**config.mk**
```make
export PLATFORM = sky130hd
export DESIGN_NAME = aml_s5_sleep_type_scan
export DESIGN_NICKNAME = d
export VERILOG_FILES = /design/src/rtl/s5scan_pkg.sv /design/src/rtl/aml_s5_sleep_type_scan.sv
export SDC_FILE = /design/constraint.sdc
export NUM_CORES = 1
export LEC_CHECK = 0
export BUFFER_PORTS_ARGS = -buffer_cell sky130_fd_sc_hd__buf_2
export CELL_PAD_IN_SITES_DETAIL_PLACEMENT = 1
export CELL_PAD_IN_SITES_GLOBAL_PLACEMENT = 1
export CORE_AREA = 3 3 162 164
export DETAILED_ROUTE_END_ITERATION = 8
export DIE_AREA = 0 0 165 167
export PLACE_DENSITY_LB_ADDON = 0.1
export SYNTH_ARGS = -nofsm -noshare
export SYNTH_HDL_FRONTEND = slang
export SYNTH_SLANG_ARGS = --single-unit
```
**constraint.sdc**
```tcl
create_clock -name clk -period 6.2 [get_ports clk]
set_clock_uncertainty 0.05 [all_clocks]
set_input_delay 1.24 -clock clk [delete_from_list [all_inputs] [get_ports clk]]
set_output_delay 1.24 -clock clk [all_outputs]
set_load 0.005 [all_outputs]
```
**src/rtl/s5scan_pkg.sv**
```systemverilog
`default_nettype none
package s5scan_pkg;

    localparam logic [31:0] SIG_WORD     = 32'h5F53355F;
    localparam logic [7:0]  PKG_OP       = 8'h12;
    localparam logic [7:0]  BYTE_PREFIX  = 8'h0A;
    localparam logic [32:0] WINDOW_SLACK = 33'd8;
    localparam logic [31:0] SIG_TAIL     = 32'd3;
    localparam logic [7:0]  DEFAULT_TYPE = 8'd7;

    localparam logic CFG_STREAM_LENGTH = 1'b0;
    localparam logic CFG_DEFAULT_TYPE  = 1'b1;

    typedef enum logic [3:0] {
        PH_SEARCH,
        PH_PKGOP,
        PH_LEAD,
        PH_LENSKIP,
        PH_NUMEL,
        PH_ELEM_A,
        PH_VAL_A,
        PH_ELEM_B,
        PH_VAL_B,
        PH_DONE
    } phase_t;

endpackage
`default_nettype wire

```
**src/rtl/aml_s5_sleep_type_scan.sv**
```systemverilog
// A byte taken from s_axis is held in the input stage register and parsed from
// there; the result for the byte marked tlast is registered for m_axis.
// Throughput: one byte per cycle, limited by the single parse stage; a tlast
// byte waits in the input stage while the previous result is still unread.
// Reset (rst_n low, async): parse state cleared, stream_length = 0,
// default sleep type = 7, no request pending on either side.
`default_nettype none
module aml_s5_sleep_type_scan (
    input  wire logic        clk,
    input  wire logic        rst_n,
    input  wire logic        s_axis_tvalid,
    output      logic        s_axis_tready,
    input  wire logic [7:0]  s_axis_tdata,   // [7:0] aml_byte
    input  wire logic        s_axis_tlast,   // last_byte
    output      logic        m_axis_tvalid,
    input  wire logic        m_axis_tready,
    // [0] found, [8:1] sleep_type_a, [9] type_a_valid,
    // [17:10] sleep_type_b, [18] type_b_valid, [23:19] zero
    output      logic [23:0] m_axis_tdata,
    input  wire logic        cfg_valid,
    output      logic        cfg_ready,
    input  wire logic        cfg_index,
    input  wire logic [31:0] cfg_data
);
    import s5scan_pkg::*;

    logic [31:0] stream_length_reg;
    logic [7:0]  default_type_reg;

    // input stage
    logic        in_valid_reg;
    logic [7:0]  in_byte_reg;
    logic        in_last_reg;

    // stream state
    logic [23:0] recent_reg,  recent_next;
    logic [31:0] pos_reg,     pos_next;
    phase_t      phase_reg,   phase_next;
    logic [1:0]  skip_reg,    skip_next;
    logic        match_reg,   match_next;
    logic        a_valid_reg, a_valid_next;
    logic [7:0]  a_val_reg,   a_val_next;
    logic        b_valid_reg, b_valid_next;
    logic [7:0]  b_val_reg,   b_val_next;

    logic        out_valid_reg;
    logic [23:0] out_data_reg;
    logic [23:0] out_data_next;

    logic out_free;
    logic advance;

    assign cfg_ready     = 1'b1;
    assign out_free      = !out_valid_reg || m_axis_tready;
    // only a last byte needs room in the result register
    assign advance       = in_valid_reg && (!in_last_reg || out_free);
    assign s_axis_tready = !in_valid_reg || advance;
    assign m_axis_tvalid = out_valid_reg;
    assign m_axis_tdata  = out_data_reg;

    always_comb
    begin
        logic [31:0] window;
        logic [32:0] win_end;
        logic [1:0]  extra;
        logic [1:0]  skip_dec;

        window  = {recent_reg, in_byte_reg};
        win_end = {1'b0, pos_reg - SIG_TAIL} + WINDOW_SLACK;
        extra   = in_byte_reg[7:6];
        skip_dec = skip_reg - 2'd1;

        phase_next   = phase_reg;
        skip_next    = skip_reg;
        match_next   = match_reg;
        a_valid_next = a_valid_reg;
        a_val_next   = a_val_reg;
        b_valid_next = b_valid_reg;
        b_val_next   = b_val_reg;

        if (pos_reg < stream_length_reg)
        begin
            case (phase_reg)
                PH_SEARCH:
                begin
                    if (window == SIG_WORD && pos_reg >= SIG_TAIL
                        && win_end < {1'b0, stream_length_reg})
                    begin
                        match_next = 1'b1;
                        phase_next = PH_PKGOP;
                    end
                end
                PH_PKGOP, PH_LEAD:
                begin
                    if (phase_reg == PH_PKGOP && in_byte_reg == PKG_OP)
                        phase_next = PH_LEAD;
                    else if (extra == 2'd0)
                        phase_next = PH_NUMEL;
                    else
                    begin
                        skip_next  = extra;
                        phase_next = PH_LENSKIP;
                    end
                end
                PH_LENSKIP:
                begin
                    skip_next = skip_dec;
                    if (skip_dec == 2'd0)
                        phase_next = PH_NUMEL;
                end
                PH_NUMEL:
                    phase_next = PH_ELEM_A;
                PH_ELEM_A, PH_VAL_A:
                begin
                    if (phase_reg == PH_ELEM_A && in_byte_reg == BYTE_PREFIX)
                        phase_next = PH_VAL_A;
                    else
                    begin
                        a_valid_next = 1'b1;
                        a_val_next   = in_byte_reg;
                        phase_next   = PH_ELEM_B;
                    end
                end
                PH_ELEM_B, PH_VAL_B:
                begin
                    if (phase_reg == PH_ELEM_B && in_byte_reg == BYTE_PREFIX)
                        phase_next = PH_VAL_B;
                    else
                    begin
                        b_valid_next = 1'b1;
                        b_val_next   = in_byte_reg;
                        phase_next   = PH_DONE;
                    end
                end
                default:
                    phase_next = phase_reg;
            endcase
        end

        recent_next = {recent_reg[15:0], in_byte_reg};
        pos_next    = (pos_reg == '1) ? pos_reg : pos_reg + 32'd1;

        out_data_next = {5'd0,
                         b_valid_next, b_valid_next ? b_val_next : default_type_reg,
                         a_valid_next, a_valid_next ? a_val_next : default_type_reg,
                         match_next};
    end

    always_ff @(posedge clk or negedge rst_n)
    begin
        if (!rst_n)
        begin
            stream_length_reg <= '0;
            default_type_reg  <= DEFAULT_TYPE;
        end
        else if (cfg_valid && cfg_ready)
        begin
            case (cfg_index)
                CFG_STREAM_LENGTH: stream_length_reg <= cfg_data;
                CFG_DEFAULT_TYPE:  default_type_reg  <= cfg_data[7:0];
                default:           stream_length_reg <= stream_length_reg;
            endcase
        end
    end

    always_ff @(posedge clk or negedge rst_n)
    begin
        if (!rst_n)
            in_valid_reg <= 1'b0;
        else if (s_axis_tready)
            in_valid_reg <= s_axis_tvalid;
    end

    always_ff @(posedge clk)
    begin
        if (s_axis_tvalid && s_axis_tready)
        begin
            in_byte_reg <= s_axis_tdata;
            in_last_reg <= s_axis_tlast;
        end
    end

    always_ff @(posedge clk or negedge rst_n)
    begin
        if (!rst_n)
        begin
            recent_reg  <= '0;
            pos_reg     <= '0;
            phase_reg   <= PH_SEARCH;
            skip_reg    <= '0;
            match_reg   <= 1'b0;
            a_valid_reg <= 1'b0;
            a_val_reg   <= '0;
            b_valid_reg <= 1'b0;
            b_val_reg   <= '0;
        end
        else if (advance)
        begin
            if (in_last_reg)
            begin
                // report done, next byte opens a new stream
                recent_reg  <= '0;
                pos_reg     <= '0;
                phase_reg   <= PH_SEARCH;
                skip_reg    <= '0;
                match_reg   <= 1'b0;
                a_valid_reg <= 1'b0;
                a_val_reg   <= '0;
                b_valid_reg <= 1'b0;
                b_val_reg   <= '0;
            end
            else
            begin
                recent_reg  <= recent_next;
                pos_reg     <= pos_next;
                phase_reg   <= phase_next;
                skip_reg    <= skip_next;
                match_reg   <= match_next;
                a_valid_reg <= a_valid_next;
                a_val_reg   <= a_val_next;
                b_valid_reg <= b_valid_next;
                b_val_reg   <= b_val_next;
            end
        end
    end

    always_ff @(posedge clk or negedge rst_n)
    begin
        if (!rst_n)
            out_valid_reg <= 1'b0;
        else if (advance && in_last_reg)
            out_valid_reg <= 1'b1;
        else if (m_axis_tready)
            out_valid_reg <= 1'b0;
    end

    always_ff @(posedge clk)
    begin
        if (advance && in_last_reg)
            out_data_reg <= out_data_next;
    end

endmodule
`default_nettype wire

```
==> flow_summary.rst, run 1 <==
.. list-table::
   :header-rows: 1

   * - Metric
     - Value
   * - Wire length of the first global-routing pass
     - 48200 um
   * - TritonCTS Buffers
     - 17
   * - Average cell area after synthesis
     - 8.87 um2
   * - Core Box Area
     - 25000 um2
   * - Post-CTS resize count
     - 0
   * - Number of hold buffers added after cts
     - 0
   * - Routed length per instance
     - 19.8 um
   * - Total power density per cell area
     - 421 nW/um2
   * - Initial antenna violation count
     - 0
   * - Endpoints failing hold
     - 0
   * - DRC errors left
     - 0
   * - Number of standard-cell rows in the floorplan
     - 58
   * - Slew Viols, Final
     - 0
   * - Cells after synthesis
     - 1112
   * - Synth cell count leaders
     - sky130_fd_sc_hd__nand2_1 (171), sky130_fd_sc_hd__dfrtp_1 (120), sky130_fd_sc_hd__o21ai_0 (95), sky130_fd_sc_hd__nor2_1 (80), sky130_fd_sc_hd__ha_1 (65)
   * - RSZ-0062 raised after global routing
     - no
   * - Synthesis Warnings
     - 0
   * - Maximum VDD drop
     - 0.195 mV
   * - WL final
     - 29500 um
   * - Worst hold slack
     - 0.416 ns
   * - GR Util All Layers
     - 0.222
   * - Worst-Skew Late Latency
     - 0.44 ns
   * - Critical setup path kind
     - flop to flop
   * - Via count
     - 8339
   * - ANT cells
     - 0
   * - Count of distinct cell types in the synthesized netlist
     - 75
   * - Remaining antenna violation count
     - 0
   * - Tightest Pin Transition
     - 1.13 ns
   * - Number of sinks driven by the clock tree
     - 151
   * - Number of max-capacitance violations reported
     - 0
   * - Overflow left after global routing
     - 0
   * - RePlAce Congestion
     - 0.890
   * - Post-detailed-route via-to-cell ratio
     - 5.61
   * - Post-synthesis cell area
     - 9870 um2
   * - #FFs+latches synth
     - 151
   * - Die Span Y
     - 167 um
   * - Floorplan die width
     - 165 um
   * - Largest net degree at the start of global routing
     - 64
   * - Count of filler cells inserted in the layout
     - 2957
   * - Clock transition time at the flip-flop clock pins of the worst setup and hold paths
     - 0.08 ns
   * - H-tree levels
     - 4
   * - Leakage Power
     - 4.99 nW
   * - Hold Path Class
     - flop to flop
   * - Buffer count from post-CTS setup fixing
     - 0
   * - Relative max-transition margin
     - 0.238
   * - Min cycle time layout
     - 5.72 ns
   * - Final cycle utilization of the critical path
     - 0.923
   * - Final-layout setup total negative slack
     - 0 ns
   * - I/O pin cnt
     - 74
   * - Crit Path Max Fanout
     - 11
   * - Starting Density
     - 0.394
   * - Leading cell types by total area after synthesis
     - sky130_fd_sc_hd__dfrtp_1 (30%), sky130_fd_sc_hd__edfxtp_1 (8.5%), sky130_fd_sc_hd__ha_1 (8.2%)
   * - Number of buffers between clock root and the deepest sink
     - 2
   * - Sequential area share after synthesis
     - 0.398
   * - Number of buffers added on ports
     - 67
   * - P&R area growth vs syn
     - 11.8%
   * - First-pass iteration count of the detailed router
     - 4
   * - Async SR Flop Fraction
     - 0.815
   * - Top cell type's share of synthesized area
     - 0.304
   * - Clock tree root buffer cell
     - sky130_fd_sc_hd__clkbuf_16
   * - Nature of the critical path endpoint
     - flop
   * - Required time at the worst-slack endpoint
     - 6.46 ns
   * - Area of the die
     - 27600 um2
   * - HPWL after DPL
     - 21300 um
   * - Post-synthesis cell type with the largest combined area
     - sky130_fd_sc_hd__dfrtp_1
   * - Via count of the first global-routing pass
     - 8753
   * - Number of synthesized flops with an enable pin
     - 28
   * - Most frequently used cell type in the post-synthesis netlist
     - sky130_fd_sc_hd__nand2_1
   * - Critical path startpoint category
     - flop
   * - Setup-violating endpoint count in the final report
     - 0
   * - Status
     - completed
   * - Primary FF master, synth
     - sky130_fd_sc_hd__dfrtp_1
   * - TritonCTS clock tree
     - built
   * - Maximum achievable frequency
     - 0.175 GHz
   * - Layout cell share with drive strength beyond 1
     - 0.134
   * - Crit path DAT
     - 5.99 ns
   * - Nets
     - 1255
   * - Count of routing violations after the opening detailed-route iteration
     - 368
-- power by group --
part / leakage, nW / internal, mW / switching, mW
Clock: 0.296 / 0.546 / 0.529
Combinational: 2.82 / 0.902 / 1.36
Sequential: 1.88 / 1.15 / 0.148
Total: 4.99 / 2.60 / 2.04
-- routing by layer --
| metal | vias to the layer above | track usage | wire (um) |
|---|---|---|---|
| met5 | - | 0 | 0 |
| met2 | 141 | 0.380 | 14700 |
| li1 | 3998 | - | - |
| met4 | 0 | 0.0726 | 778 |
| met1 | 4156 | 0.286 | 13200 |
| met3 | 44 | 0.0308 | 869 |
-- critical path: stages, from the launching register on --
cell	delay [ns]
sky130_fd_sc_hd__dfrtp_1	0.48
sky130_fd_sc_hd__ha_1	0.36
sky130_fd_sc_hd__nor3_2	0.32
sky130_fd_sc_hd__nand4_2	0.33
sky130_fd_sc_hd__or4_1	0.59
sky130_fd_sc_hd__a211oi_1	0.27
sky130_fd_sc_hd__o211a_1	0.42
sky130_fd_sc_hd__a41oi_1	0.21
sky130_fd_sc_hd__nor2_1	0.22
sky130_fd_sc_hd__xor2_1	0.10
sky130_fd_sc_hd__ha_1	0.32
sky130_fd_sc_hd__nand4_1	0.15
sky130_fd_sc_hd__or4_1	0.55
sky130_fd_sc_hd__nor4_1	0.44
sky130_fd_sc_hd__a211oi_1	0.17
sky130_fd_sc_hd__a211oi_1	0.31
sky130_fd_sc_hd__nor4_1	0.09
sky130_fd_sc_hd__nand2_1	0.12
sky130_fd_sc_hd__o211ai_1	0.10
-- per-stage QoR --
step / area [um2] / setup slack (ns) / cells / power [mW] / util
final: 11000 / 0.476 / 1486 / 4.64 / 0.441
after global routing: 11000 / 0.0301 / 1486 / 5.02 / 0.441
after CTS: 11000 / 0.556 / 1486 / 4.68 / 0.441
after detailed placement: 10400 / 0.614 / 1454 / 3.56 / 0.416
after global placement: 10400 / 0.761 / 1454 / 3.51 / 0.416
after floorplan: 9880 / 1.24 / 1116 / 2.89 / -
-- layout make-up --
class	instances	area, um2	share of cell area
Multi-Input combinational cell	847	5470	0.496
Sequential cell	151	3920	0.356
Timing Repair Buffer	83	458	0.0415
Clock buffer	17	425	0.0386
Tap cell	330	413	0.0374
Clock inverter	15	183	0.0166
Inverter	43	161	0.0146
-- placed cells by master (no fill, tap or decap), types with 24 or more instances in the layout --
cell	instances
sky130_fd_sc_hd__a21oi_1	31
sky130_fd_sc_hd__buf_2	66
sky130_fd_sc_hd__dfrtp_1	120
sky130_fd_sc_hd__edfxtp_1	28
sky130_fd_sc_hd__ha_1	65
sky130_fd_sc_hd__inv_1	42
sky130_fd_sc_hd__nand2_1	171
sky130_fd_sc_hd__nand3_1	52
sky130_fd_sc_hd__nand4_1	24
sky130_fd_sc_hd__nor2_1	80
sky130_fd_sc_hd__o21ai_0	95
sky130_fd_sc_hd__xnor2_1	33
sky130_fd_sc_hd__xor2_1	34
-- cells by family after synthesis --
kind of cell / share of synthesized area
DFF: 0.398
adders and majority gates: 0.0824
AOI/OAI and AO/OA: 0.134
and+or+nand+nor: 0.240
other: 0.000761
buffers and inverters: 0.0509
muxes: 0.0349
xor gates and xnor gates: 0.0595
-- worst paths after layout --
kind	start	endpoint	slack [ns]	cells after the start
worst max-delay path	pos_reg[0]$_DFFE_PN0P_	phase_reg[0]$_DFFE_PN0P_	0.48	18
worst min-delay path	recent_reg[17]$_DFFE_PN0P_	recent_reg[17]$_DFFE_PN0P_	0.42	2
worst max register to register	pos_reg[0]$_DFFE_PN0P_	phase_reg[0]$_DFFE_PN0P_	0.48	18
worst min register to register	recent_reg[17]$_DFFE_PN0P_	recent_reg[17]$_DFFE_PN0P_	0.42	2
max in group asynchronous	rst_n	pos_reg[0]$_DFFE_PN0P_	4.32	2
min in group asynchronous	rst_n	stream_length_reg[10]$_DFFE_PN0P_	0.67	1
(Power assumes the default switching activity.)
==> inputs of run 2 (changes only) <==
--- a/config.mk
+++ b/config.mk
@@ -11,7 +11,7 @@
 export CORE_AREA = 3 3 162 164
 export DETAILED_ROUTE_END_ITERATION = 8
 export DIE_AREA = 0 0 165 167
-export PLACE_DENSITY_LB_ADDON = 0.1
+export PLACE_DENSITY = 0.76
 export SYNTH_ARGS = -nofsm -noshare
 export SYNTH_HDL_FRONTEND = slang
 export SYNTH_SLANG_ARGS = --single-unit
==> run 2 against run 1 <==
Against the previous run: first-iteration DRC count rose by 8.4%; worst setup slack gained 0.045 ns; global-route usage is 1.4 points lower; non-clock buffer count fell by 2; utilization decreased by 0.16 points; highest routed layer unchanged.
==> flow_summary.rst, run 2 (same netlist as run 1, synthesis figures left out) <==
.. list-table::
   :header-rows: 1

   * - Metric
     - Value
   * - FF/Latch Area
     - 3920 um2
   * - Floorplan die width
     - 165 um
   * - Slowest-stage cell, CP
     - sky130_fd_sc_hd__or4_1
   * - Nets
     - 1253
   * - Post-detailed-route via-to-cell ratio
     - 5.61
   * - Leading cell type in the layout, fill and taps excluded
     - sky130_fd_sc_hd__nand2_1
   * - H-tree levels
     - 4
   * - HPWL after DPL
     - 20300 um
   * - Number of sinks driven by the clock tree
     - 151
   * - Non-filler cells, final
     - 1484
   * - Critical path startpoint category
     - flop
   * - Met1 wire length
     - 12300 um
   * - Crit path DAT
     - 5.91 ns
   * - Cell total after placement
     - 1452
   * - Hold wc startpoint
     - recent_reg[20]$_DFFE_PN0P_
   * - Initial antenna violation count
     - 0
   * - DR top layer
     - met4
   * - Endpoints failing hold
     - 0
   * - Worst stage delay on the critical path
     - 0.61 ns
   * - Slew Viols, Final
     - 0
   * - Maximum achievable frequency
     - 0.176 GHz
   * - P&R area growth vs syn
     - 11.4%
   * - Count of filler cells inserted in the layout
     - 2940
   * - Routed length per instance
     - 18.8 um
   * - Nature of the critical path endpoint
     - flop
   * - Relative max-transition margin
     - 0.319
   * - First-pass iteration count of the detailed router
     - 4
   * - DRC errors left
     - 0
   * - Count of routing violations after the opening detailed-route iteration
     - 399
   * - Core Box Area
     - 25000 um2
   * - Origin of the worst setup path
     - pos_reg[0]$_DFFE_PN0P_
   * - Via count of the first global-routing pass
     - 8742
   * - I/O pin cnt
     - 74
   * - RePlAce Congestion
     - 0.881
   * - Setup-violating endpoint count in the final report
     - 0
   * - Status
     - completed
   * - Most prevalent standard cell on the critical path
     - sky130_fd_sc_hd__a211oi_1
   * - Hold Path Class
     - flop to flop
   * - Remaining antenna violation count
     - 0
   * - Clock tree root buffer cell
     - sky130_fd_sc_hd__clkbuf_16
   * - RSZ-0062 raised after global routing
     - no
   * - Maximum VDD drop
     - 0.187 mV
   * - TritonCTS clock tree
     - built
   * - Area of the multi-input gates
     - 5470 um2
   * - TritonCTS Buffers
     - 17
   * - Overflow left after global routing
     - 0
   * - Worst-Skew Late Latency
     - 0.44 ns
   * - Die Span Y
     - 167 um
   * - Post-CTS resize count
     - 0
   * - Crit Path Max Fanout
     - 11
   * - Number of hold buffers added after cts
     - 0
   * - Number of max-capacitance violations reported
     - 0
   * - Layout cell share with drive strength beyond 1
     - 0.130
   * - Largest net degree at the start of global routing
     - 64
   * - Via count
     - 8332
   * - Ordered cell list for the critical path
     - ha_1 > nor3_2 > nand4_2 > or4_1 > a211oi_1 > o211a_1 > nor2_1 > o41ai_1 > xor2_1 > ha_1 > nand4_1 > or4_1 > nor4_1 > a211oi_1 > a211oi_1 > nor4_1 > nand2_1 > o311ai_1
   * - Leakage Power
     - 4.97 nW
   * - ANT cells
     - 0
   * - WL final
     - 27900 um
   * - Most used cells in the layout excluding fill and tap cells
     - sky130_fd_sc_hd__nand2_1 (171), sky130_fd_sc_hd__dfrtp_1 (120), sky130_fd_sc_hd__o21ai_0 (95)
   * - Wire length of the first global-routing pass
     - 46000 um
   * - Clock transition time at the flip-flop clock pins of the worst setup and hold paths
     - 0.07 ns
   * - Buffer count from post-CTS setup fixing
     - 0
   * - Met3 WL
     - 1110 um
   * - Required time at the worst-slack endpoint
     - 6.43 ns
   * - Number of buffers between clock root and the deepest sink
     - 2
   * - Number of buffers added on ports
     - 67
   * - Min cycle time layout
     - 5.68 ns
   * - Beginning of the worst register-to-register path
     - pos_reg[0]$_DFFE_PN0P_
   * - Critical setup path kind
     - flop to flop
   * - Final-layout setup total negative slack
     - 0 ns
   * - Amount of wire on met2 after detailed routing
     - 13600 um
   * - GR Util All Layers
     - 0.208
   * - Number of standard-cell rows in the floorplan
     - 58
   * - Final cycle utilization of the critical path
     - 0.916
   * - Tightest Pin Transition
     - 1.01 ns
   * - Total power density per cell area
     - 418 nW/um2
   * - Starting Density
     - 0.394
   * - Area of the die
     - 27600 um2
-- run 2: metal layers --
layer  up-vias  GRT usage
met3        54     0.0376
met2       166      0.350
met5         -          0
met1      4110      0.264
li1       4002          -
met4         0     0.0795
-- run 2: metrics by stage --
stage	util	setup WS [ns]	total power [mW]	instance area (um2)	hold slack, ns
2_1_floorplan	-	1.24	2.89	9880	0.380
3_3_place_gp	0.416	0.783	3.46	10400	0.393
3_5_place_dp	0.416	0.578	3.53	10400	0.403
4_1_cts	0.439	0.524	4.61	11000	0.422
5_1_grt	0.439	0.0492	4.96	11000	0.451
6_report	0.439	0.520	4.60	11000	0.414
-- run 2: critical path: cells and delay by family, from the launching register on --
family	cells	cell delay [ns]
and+or+nand+nor	9	2.62
AOI/OAI and AO/OA	6	1.56
adders and majority gates	2	0.66
DFF	1	0.49
xor gates and xnor gates	1	0.13
-- run 2: worst paths after layout --
path | endpoint | slack (ns) | cells after the start
max in group asynchronous | pos_reg[31]$_DFFE_PN0P_ | 4.26 | 2
min reg2reg | recent_reg[20]$_DFFE_PN0P_ | 0.41 | 2
min in group asynchronous | stream_length_reg[9]$_DFFE_PN0P_ | 0.78 | 1
max | phase_reg[3]$_DFFE_PN0P_ | 0.52 | 18
min | recent_reg[20]$_DFFE_PN0P_ | 0.41 | 2
max reg2reg | phase_reg[3]$_DFFE_PN0P_ | 0.52 | 18
-- run 2: power breakdown --
group | total, mW | switching, mW | internal [mW]
sequential | 1.30 | 0.152 | 1.15
combinational | 2.23 | 1.33 | 0.900
clock | 1.06 | 0.485 | 0.574
-- run 2: layout make-up --
type	count	area share
clock inverter	14	0.0140
clock buffer	18	0.0390
sequential	151	0.357
timing repair buffer	81	0.0403
multi-input combinational	847	0.498
inverter	43	0.0147
tap	330	0.0376
